[src/rtl/alarm_change_detector_core_macros.svh]
// ----------------------------------------------------------------------------
// Assertion macros for the alarm change detector
// Concurrent checks clocked on clk and disabled while rst_n is low.
// ----------------------------------------------------------------------------
`ifndef ALARM_CHANGE_DETECTOR_CORE_MACROS_SVH
`define ALARM_CHANGE_DETECTOR_CORE_MACROS_SVH

`ifndef NO_ASSERTIONS

// Check that a condition holds at every edge
`define ACD_ASSERT_ALWAYS(name, expr) \
  name: assert property (@(posedge clk) disable iff (!rst_n) (expr)) \
    else $error("acd: invariant violated");

// Check that a condition implies another in the same cycle
`define ACD_ASSERT_IMPLY(name, ante, cons) \
  name: assert property (@(posedge clk) disable iff (!rst_n) (ante) |-> (cons)) \
    else $error("acd: implication violated");

// Check that a condition implies another in the next cycle
`define ACD_ASSERT_NEXT(name, ante, cons) \
  name: assert property (@(posedge clk) disable iff (!rst_n) (ante) |=> (cons)) \
    else $error("acd: next-cycle implication violated");

`else

`define ACD_ASSERT_ALWAYS(name, expr)
`define ACD_ASSERT_IMPLY(name, ante, cons)
`define ACD_ASSERT_NEXT(name, ante, cons)

`endif

`endif

[src/rtl/acd_pkg.sv]
// ----------------------------------------------------------------------------
// acd_pkg
// Shared constants and types of the alarm change detector.
// ----------------------------------------------------------------------------
`timescale 1ns / 1ps

package acd_pkg;

  // Default table dimensions
  localparam int ACD_MAX_DEVICES = 16;
  localparam int ACD_MAX_ALARMS  = 64;

  // Record kinds of a result word
  typedef enum logic [1:0] {
    KIND_FIRST = 2'd0,
    KIND_OLD   = 2'd1,
    KIND_NEW   = 2'd2,
    KIND_DROP  = 2'd3
  } acd_kind_t;

  // One result word
  typedef struct packed {
    acd_kind_t   kind;
    logic [31:0] event_time;
    logic [31:0] prev_time;
    logic [31:0] device_key;
    logic [31:0] alarm_key;
    logic [31:0] value;
    logic        last;
  } acd_rec_t;

endpackage

[src/rtl/acd_outbuf.sv]
// ----------------------------------------------------------------------------
// acd_outbuf
// Output register: holds one result word until the receiver takes it.
// ----------------------------------------------------------------------------
`timescale 1ns / 1ps

module acd_outbuf (
  input  logic             clk,
  input  logic             rst_n,
  input  logic             push_valid,
  output logic             push_ready,
  input  acd_pkg::acd_rec_t push_rec,
  output logic             out_valid,
  input  logic             out_ready,
  output logic [1:0]       out_record_kind,
  output logic [31:0]      out_event_time_res,
  output logic [31:0]      out_previous_time,
  output logic [31:0]      out_device_key_res,
  output logic [31:0]      out_alarm_key_res,
  output logic [31:0]      out_reported_value,
  output logic             out_last_of_run
);
  import acd_pkg::*;

  logic     valid_r;
  logic     valid_nxt;
  acd_rec_t rec_r;

  // Take a new word when empty or when the held word leaves this cycle
  assign push_ready = !valid_r || out_ready;

  always_comb begin
    valid_nxt = valid_r;
    if (push_valid && push_ready) begin
      valid_nxt = 1'b1;
    end else if (out_ready) begin
      valid_nxt = 1'b0;
    end
  end

  always_ff @(posedge clk) begin
    if (!rst_n) begin
      valid_r <= 1'b0;
    end else begin
      valid_r <= valid_nxt;
    end
  end

  // Hold payload
  always_ff @(posedge clk) begin
    if (push_valid && push_ready) begin
      rec_r <= push_rec;
    end
  end

  assign out_valid          = valid_r;
  assign out_record_kind    = rec_r.kind;
  assign out_event_time_res = rec_r.event_time;
  assign out_previous_time  = rec_r.prev_time;
  assign out_device_key_res = rec_r.device_key;
  assign out_alarm_key_res  = rec_r.alarm_key;
  assign out_reported_value = rec_r.value;
  assign out_last_of_run    = rec_r.last;

endmodule

[config.mk]
export PLATFORM = sky130hd
export DESIGN_NAME = acd_outbuf
export DESIGN_NICKNAME = d
export VERILOG_FILES = /design/src/rtl/alarm_change_detector_core_macros.svh /design/src/rtl/acd_pkg.sv /design/src/rtl/acd_outbuf.sv
export SDC_FILE = /design/constraint.sdc
export NUM_CORES = 1
export LEC_CHECK = 0
export ABC_CLOCK_PERIOD_IN_PS = 6400
export BUFFER_PORTS_ARGS = -buffer_cell sky130_fd_sc_hd__buf_4
export CORE_AREA = 2 2 130 132
export CTS_CLUSTER_SIZE = 8
export DETAILED_ROUTE_END_ITERATION = 16
export DIE_AREA = 0 0 132 134
export SYNTH_ARGS = -nofsm -noshare
export SYNTH_HDL_FRONTEND = slang
export SYNTH_SLANG_ARGS = --single-unit
[constraint.sdc]
create_clock -name clk -period 6.4 [get_ports clk]
set_clock_uncertainty 0.2 [all_clocks]
set_input_delay 1.28 -clock clk [delete_from_list [all_inputs] [get_ports clk]]
set_output_delay 1.28 -clock clk [all_outputs]
set_load 0.03 [all_outputs]
Word-level counts from Yosys, hierarchy flattened --
Index checks and enable logic that the tools add are counted.
Word-level totals: flip-flop bits (word level) 164, input bits 167, output and inout port bits 165, word-level logic and storage cells 14
Cells by class: mux-type cells 2, reduce and logical (&&, ||, !) cells 4
Operators by type and width (count):
- 2-to-1 mux 1 bit | 2
- nonzero test 2 bit | 1
- logical AND 1 bit | 1
- zero test 1 bit | 1
- logical OR 1 bit | 1

Longest topological paths before layout --
Gate-level depths: netlist of run 1.
depth after elaboration 4, depth in mapped cells 2

Worst setup path before layout of run 1 --
OpenSTA, ideal clock, no wires.
path kind input -> register, start input port out_ready, end register rec_r (netlist bit out_alarm_key_res[0]) (enable), setup time 410 ps, arrival 2674 ps, slack 3116 ps, stages on the path 2, path through nand2b_4 and2_4
Between the ends: word-level cells in the longest chain between the ends 2
Ends and longest elaborated chain:
- start, declared | line acd_outbuf.sv:14 | input logic out_ready,
- logical OR 1 bit | line acd_outbuf.sv:30 | assign push_ready = !valid_r || out_ready;
- logical AND 1 bit | line acd_outbuf.sv:51 | if (push_valid && push_ready) begin
- end signal, assigned | line acd_outbuf.sv:52 | rec_r <= push_rec;
- end, declared | line acd_outbuf.sv:27 | acd_rec_t rec_r;
Every way passes these cells. A chain may end at the register's enable or synchronous reset.

Worst setup path after layout of run 1 --
start input port out_ready, end register rec_r (netlist bit out_reported_value[16]) (enable)
Same word-level chain as after synthesis.

==> results of run 1 <==
-- layout make-up --
cell class | count | area share [%]
repair buffers | 333 | 30.0
well taps | 220 | 3.30
flip-flops and latches | 164 | 59.0
clock buffers | 17 | 5.10
diodes | 1 | 0.0300
clock inverters | 15 | 2.15
inverters | 1 | 0.0450
multi-input cells | 3 | 0.405
-- cells in the final DEF, fill, tap and decap left out --
cell,synthesis,final
clkinv_4,0,2
diode_2,0,1
clkinvlp_4,0,4
buf_4,0,333
a21boi_2,1,1
nand2b_4,1,1
bufinv_16,0,3
and2_4,1,1
inv_6,0,3
edfxtp_1,163,163
clkbuf_16,0,17
dfxtp_1,1,1
clkinv_2,0,3
inv_1,1,1
-- logic make-up (layout without fill, tap and decap cells) --
kind of cell | after synthesis | after routing | share of synthesized area (%)
DFF | 164 | 164 | 99.2
and+or+nand+nor | 2 | 2 | 0.455
AOI/OAI and AO/OA | 1 | 1 | 0.227
buffers and inverters | 1 | 366 | 0.0757
other | 0 | 1 | 0
-- where the power goes --
| part | leakage [nW] | internal (mW) | switching [mW] |
|---|---|---|---|
| logic | 1.62 | 0.136 | 0.187 |
| clock network | 0.286 | 0.616 | 0.413 |
| registers | 1.59 | 1.26 | 0.0175 |
-- tightest hold or removal path: stages, from the launching register on --
cell	delay, ns
dfxtp_1	0.34
nand2b_4	0.09
a21boi_2	0.05
-- flip-flops by register name (all words and copies together) (netlist names) --
register            cells
out_alarm_key_res      32
out_device_key_res     32
out_event_time_res     32
out_previous_time      32
out_reported_value     32
out_record_kind         2
out_last_of_run         1
out_valid               1
-- worst paths after layout --
| path | startpoint | end | depth (start not counted) |
|---|---|---|---|
| max | out_ready | out_reported_value[16]$_DFFE_PP_ | 4 |
| min | out_valid$_SDFFE_PN0P_ | out_valid$_SDFFE_PN0P_ | 2 |
| max reg2reg | out_valid$_SDFFE_PN0P_ | out_reported_value[16]$_DFFE_PP_ | 3 |
| min reg2reg | out_valid$_SDFFE_PN0P_ | out_valid$_SDFFE_PN0P_ | 2 |
-- layer usage --
metal	GRT usage [%]	up-vias	share of wire, %	wire length, um
met5	0	-	0	0
met4	5.74	0	2.3	297
met3	7.29	20	9.3	1210
met2	25.4	174	55	7080
met1	14.1	1471	34	4330
li1	-	1392	-	-
==> metrics, run 1 <==
status=finished, final reports clean; largest cells by area after synthesis=edfxtp_1 (99%), dfxtp_1 (0.40%), nand2b_4 (0.28%); Die Width=132 um; CP max stage cell=and2_4; FMAX=313 MHz; maximum vdd drop=0.167 mV; hpwl dp=9940 um; post-synth top area share=98.8%; H-tree depth=4; post-route cell area=8330 um2; crit-path cells=buf_4, nand2b_4, and2_4, buf_4; total core area=16300 um2; Vias/cell=4.05; CTS root buffer=clkbuf_16; register area share after synthesis=99.2%; Pwr per Cell Area=315 nW/um2; RSZ-0062 raised after global routing=no; final core area utilization=51.2%; buffer depth of the longest clock path=2; setup TNS=0 ns; Avg WL per Cell=17.1 um; Global Route Usage Sum=14.3%; IO buf count=331; gr ovfl total=0; count leader, synth=edfxtp_1; Multi-input gate area=33.8 um2; max-slew headroom at the worst pin=31.2%; Mapped Avg Cell Area=29.5 um2; Fill cells=1366; IO Count=332; fin crit period=3.20 ns; first-pass GRT wire length=18600 um; syn_nets=335; period utilization=50.0%; Leak=3.49 nW; kind of critical path=in2reg; number of flops mapped to enable cells by yosys=163; CTS Buf Count=17; drt total wl=12900 um; Max Cap Viol=0; cell taking the most area after synthesis=edfxtp_1; maximum net fanout on the critical path=78; Final Hold Fails=0; Cell Area, Placed=7730 um2; post-cts resize count=0; Area growth, synth to finish=68.3%; pre-CTS setup slack=2.76 ns; largest net degree at the start of global routing=79; Pre-antenna DRT Iters=4; Register Area=4910 um2; most used cell, CP=buf_4; Req. time, crit path=6.24 ns; Slew Limit Fails=0; vias in the first global route=3346; synth warn=0; Clock transition at path regs=0.06 ns; CP endpoint kind=flop; setup ws final=3.20 ns; FFs w/ async S/R, synth=0%; mapped cell area=4950 um2; CTS Sinks=164; GP Congestion=0.735; Synth Flop Type=edfxtp_1; antenna violations before repair=1; number of remaining DRC errors=0; worst slew pin tran=1.03 ns; critical path's top delay family=simple AND/OR/NAND/NOR gates; Buf+Inv Stages, Crit Path=2; placed insts=721; post-CTS setup buffer count=0; standard-cell rows=47; Clock Latency Late Sink=0.41 ns; Die Ht=134 um; DRT antenna net count=0; DR iter-0 viols=144; reg2reg setup slack=3.84 ns; synth unique cells=6; Post-Layout Cell Count=754; Hold Path Class=reg2reg; cts hold-fix bufs=0; crit path DAT=3.04 ns; Nets=687; share of layout cells above drive strength 1=69.0%; Min Hold Slack=0.321 ns; Cells after Synth=168; final setup vio count=0; total power=2.63 mW; Worst Setup Start Kind=input pin; CTS tree=built; via count=3057; die area=17700 um2; initial core utilization=30.4%; CP max stage delay=0.78 ns; register bit total from synthesis=164
No activity file was read; power rests on OpenSTA's default activity.
==> run 2: changes to the inputs <==
Settings changed: ABC_AREA set to 1, ABC_CLOCK_PERIOD_IN_PS 6400 to 3200, CORE_AREA 2 2 130 132 to 2 2 127 129, DIE_AREA 0 0 132 134 to 0 0 129 131.
Clock period 6.4 ns to 3.2 ns, I/O delays scaled along.
==> metrics, run 2 <==
Area growth, synth to finish=71.3%; post-CTS setup buffer count=0; mapped cell area=4950 um2; IO Count=332; CP max stage cell=dfxtp_1; post-route cell area=8470 um2; buffer depth of the longest clock path=2; Max Cap Viol=0; register area share after synthesis=99.4%; fin crit period=1.92 ns; final setup vio count=0; Slew Limit Fails=0; commonest non-fill, non-tap cell in the layout=buf_4; post-synth top area share=99.0%; kind of critical path=reg2out; WHS Path Cells=1; worst slew pin tran=0.513 ns; IO buf count=331; largest cells by area after synthesis=edfxtp_1 (99%), dfxtp_1 (0.40%), a21oi_2 (0.18%); reg-to-reg critical path endpoint=out_device_key_res[24]$_DFFE_PP_; standard-cell rows=46; first-pass GRT wire length=17200 um; Req. time, crit path=2.36 ns; post-cts resize count=0; cell taking the most area after synthesis=edfxtp_1; Final Hold Fails=0; drt total wl=12600 um; Hold Path Class=in2reg; hpwl dp=9510 um; Vias/cell=4.05; Antenna Diode Count=0; vias in the first global route=3164; Pwr per Cell Area=664 nW/um2; CTS tree=built; Cell Area, Placed=7760 um2; die area=16900 um2; GP Congestion=0.748; Hold Path Sink=out_previous_time[13]$_DFFE_PP_; number of remaining DRC errors=0; max-slew headroom at the worst pin=65.8%; worst min-delay path startpoint=push_rec[110]; antenna violations before repair=0; maximum net fanout on the critical path=3; Clock transition at path regs=0.06 ns; CP max stage delay=0.41 ns; cts hold-fix bufs=0; Worst Setup Start Kind=flop; Leak=3.56 nW; synth warn=0; CTS Sinks=164; FMAX=520 MHz; final core area utilization=54.3%; period utilization=60.1%; Die Width=129 um; DRT antenna net count=0; reg2reg setup slack=1.58 ns; crit path DAT=1.08 ns; Mapped Avg Cell Area=29.1 um2; DR iter-0 viols=137; CTS root buffer=clkbuf_16; via count=3039; CP endpoint kind=output port; reg-to-reg startpoint=out_valid$_SDFFE_PN0P_; CTS Buf Count=17; gr ovfl total=0; maximum vdd drop=0.311 mV; Nets=689; Clock Latency Late Sink=0.41 ns; synth unique cells=7; register bit total from synthesis=164; Synth top cells by count=edfxtp_1 (163), inv_1 (2); Die Ht=131 um; crit-path cells=nand2_2, buf_4; syn_nets=337; cell count of the worst reg-to-reg path=2; total core area=15600 um2; H-tree depth=4; Pre-antenna DRT Iters=4; count leader, synth=edfxtp_1; share of layout cells above drive strength 1=68.7%; Global Route Usage Sum=14.2%; Cells after Synth=170; Avg WL per Cell=16.8 um; Synth Flop Type=edfxtp_1; status=finished, final reports clean; FFs w/ async S/R, synth=0%; initial core utilization=31.7%; Fill cells=1257; largest net degree at the start of global routing=93; RSZ-0062 raised after global routing=no; number of flops mapped to enable cells by yosys=163; commonest cells after routing, fill and taps aside=buf_4 (331), edfxtp_1 (163), clkbuf_16 (17)
-- run 2: cell types whose count changed after synthesis --
cell and delta:
and2_4 -1, a21boi_2 -1, nand2b_4 -1, a21oi_2 +1
a21oi_1 +1, inv_2 +1, inv_1 +1, nand2_2 +1
-- run 2: kinds of logic after synthesis --
group | Yosys count | synth area share, %
compound gates | 2 | 0.278
buf+inv | 3 | 0.228
flops | 164 | 99.4
simple gates | 1 | 0.127
-- run 2: final cells by class --
| type | count | area (um2) | area share (%) |
|---|---|---|---|
| tap | 216 | 270 | 3.19 |
| multi-input combinational | 3 | 31.3 | 0.369 |
| clock buffer | 19 | 433 | 5.11 |
| clock inverter | 12 | 275 | 3.25 |
| sequential | 164 | 4910 | 58.0 |
| inverter | 3 | 23.8 | 0.281 |
| timing repair buffer | 333 | 2520 | 29.8 |
-- run 2: worst max-delay path, delay by kind of cell (launching register included) --
family	cells	cell delay, ns
DFF	1	0.41
buffers and inverters	1	0.17
and+or+nand+nor	1	0.09
-- run 2: report_power, final --
| part | internal (mW) | switching, mW |
|---|---|---|
| Sequential | 2.51 | 0.0342 |
| Combinational | 0.277 | 0.378 |
| Clock | 1.62 | 0.801 |
-- run 2: metal layers --
| layer | vias to the layer above | share of wire (%) | GRT usage, % |
|---|---|---|---|
| li1 | 1396 | - | - |
| met1 | 1415 | 33 | 14.1 |
| met2 | 202 | 52 | 23.8 |
| met3 | 26 | 11 | 7.21 |
| met4 | 0 | 3.0 | 8.76 |
| met5 | - | 0 | 0 |
-- run 2: how the worst max path moves through the flow --
stage / start / end / slack (ns)
3_5_place_dp: out_ready / out_alarm_key_res[10]$_DFFE_PP_ / 1.15
3_3_place_gp: out_ready / out_event_time_res[18]$_DFFE_PP_ / 1.19
5_1_grt: out_valid$_SDFFE_PN0P_ / push_ready / 1.22
2_1_floorplan: out_ready / out_alarm_key_res[0]$_DFFE_PP_ / -0.77
6_report: out_valid$_SDFFE_PN0P_ / push_ready / 1.28
4_1_cts: out_valid$_SDFFE_PN0P_ / push_ready / 1.25
-- run 2: through the flow --
step / setup WS [ns] / hold WS [ns] / power [mW] / cells / setup TNS (ns)
after CTS: 1.25 / 0.171 / 5.69 / 750 / 0
final: 1.28 / 0.196 / 5.63 / 750 / 0
after floorplan: -0.772 / 0.539 / 2.90 / 170 / -125.90
after detailed placement: 1.15 / 0.326 / 3.26 / 719 / 0
after global routing: 1.22 / 0.164 / 5.81 / 750 / 0
after global placement: 1.19 / 0.317 / 3.25 / 719 / 0
==> run 3: changes to the inputs <==
Settings changed: ABC_AREA 1 to 0, ABC_CLOCK_PERIOD_IN_PS 3200 to 1700, CORE_AREA 2 2 127 129 to 2 2 130 132, DIE_AREA 0 0 129 131 to 0 0 132 134.
Clock period 3.2 ns to 1.7 ns, I/O delays scaled along.
==> metrics, run 3 <==
Adder-Cell Fraction of Synth Area=0%; post-CTS setup buffer count=0; Synth Flop Type=edfxtp_1; hpwl dp=10100 um; post-synthesis mux area share=0%; CTS Buf Count=17; number of flops mapped to enable cells by yosys=163; buffer depth of the longest clock path=2; register bit total from synthesis=164; synth unique cells=6; Err=[ERROR RSZ-0060] Max buffer count reached.; largest cells by area after synthesis=edfxtp_1 (99%), dfxtp_1 (0.40%), nand2b_4 (0.28%); register area share after synthesis=99.2%; Failed at=clock tree synthesis; post-cts resize count=0; main combinational cell family by area after synthesis=simple AND/OR/NAND/NOR gates; Mapped Avg Cell Area=29.5 um2; synth warn=0; syn_nets=335; pre-CTS setup slack=0.0218 ns; standard-cell rows=47; cell taking the most area after synthesis=edfxtp_1; simple-gate share of the synthesized area=0.455%; initial core utilization=30.4%; Cells after Synth=168; compound-cell area share of the yosys netlist=0.227%; status=did not finish; IO Count=332; H-tree depth=4; cts hold-fix bufs=154; post-synth top area share=98.8%; GP Congestion=0.749; mapped cell area=4950 um2; CTS root buffer=clkbuf_16; Synth Area in XOR/XNOR=0%; Die Width=132 um; count leader, synth=edfxtp_1; IO buf count=331; Die Ht=134 um; CTS Sinks=164; FFs w/ async S/R, synth=0%
[run 3: cell types whose count changed after synthesis]
cell      delta
nand2b_4     +1
nand2_2      -1
inv_1        -1
a21oi_1      -1
a21boi_2     +1
a21oi_2      -1
inv_2        -1
and2_4       +1
[run 3: cell families after synthesis]
logic type      after synthesis
buf+inv                       1
flops                       164
compound gates                1
simple gates                  2
[run 3: metrics by stage]
| step | cell area, um2 | std cells | TNS, ns |
|---|---|---|---|
| after floorplan | 4960 | 168 | -104.60 |
| after global placement | 7890 | 734 | 0 |
| after detailed placement | 7890 | 734 | 0 |
==> run 4: changes to the inputs <==
Settings changed: ABC_CLOCK_PERIOD_IN_PS 1700 to 2200, CORE_AREA 2 2 130 132 to 2 2 129 131, CTS_CLUSTER_SIZE 8 to not set, DIE_AREA 0 0 132 134 to 0 0 131 133, PLACE_DENSITY_LB_ADDON set to 0.15.
Clock period 1.7 ns to 2.2 ns, I/O delays scaled along.
==> metrics, run 4 <==
Die Width=131 um; IO buf count=331; synth unique cells=6; FFs w/ async S/R, synth=0%; Cells after Synth=168; largest cells by area after synthesis=edfxtp_1 (99%), dfxtp_1 (0.40%), nand2b_4 (0.28%); post-cts resize count=0; CTS Buf Count=17; cell taking the most area after synthesis=edfxtp_1; count leader, synth=edfxtp_1; syn_nets=335; Failed at=clock tree synthesis; standard-cell rows=47; CTS Sinks=164; post-CTS setup buffer count=0; synth warn=0; initial core utilization=30.6%; buffer depth of the longest clock path=2; Mapped Avg Cell Area=29.5 um2; Die Ht=133 um; Err=[ERROR RSZ-0060] Max buffer count reached.; H-tree depth=4; register area share after synthesis=99.2%; hpwl dp=10500 um; mapped cell area=4950 um2; post-synth top area share=98.8%; CTS root buffer=clkbuf_16; cts hold-fix bufs=152; GP Congestion=0.787; IO Count=332; number of flops mapped to enable cells by yosys=163; status=did not finish; register bit total from synthesis=164; Synth Flop Type=edfxtp_1
-- run 4: stage by stage --
step / utilization, % / setup slack [ns] / hold slack (ns) / area (um2) / instances
after detailed placement: 48.2 / 0.405 / 0.306 / 7790 / 723
after global placement: 48.2 / 0.423 / 0.293 / 7790 / 723
after floorplan: - / -0.244 / 0.339 / 4950 / 168
-- run 4: cells by family after synthesis --
| family | Yosys count | synth area share, % |
|---|---|---|
| AND/OR/NAND/NOR | 2 | 0.455 |
| buffers and inverters | 1 | 0.0757 |
| flip-flops | 164 | 99.2 |
| AO/OA/AOI/OAI | 1 | 0.227 |
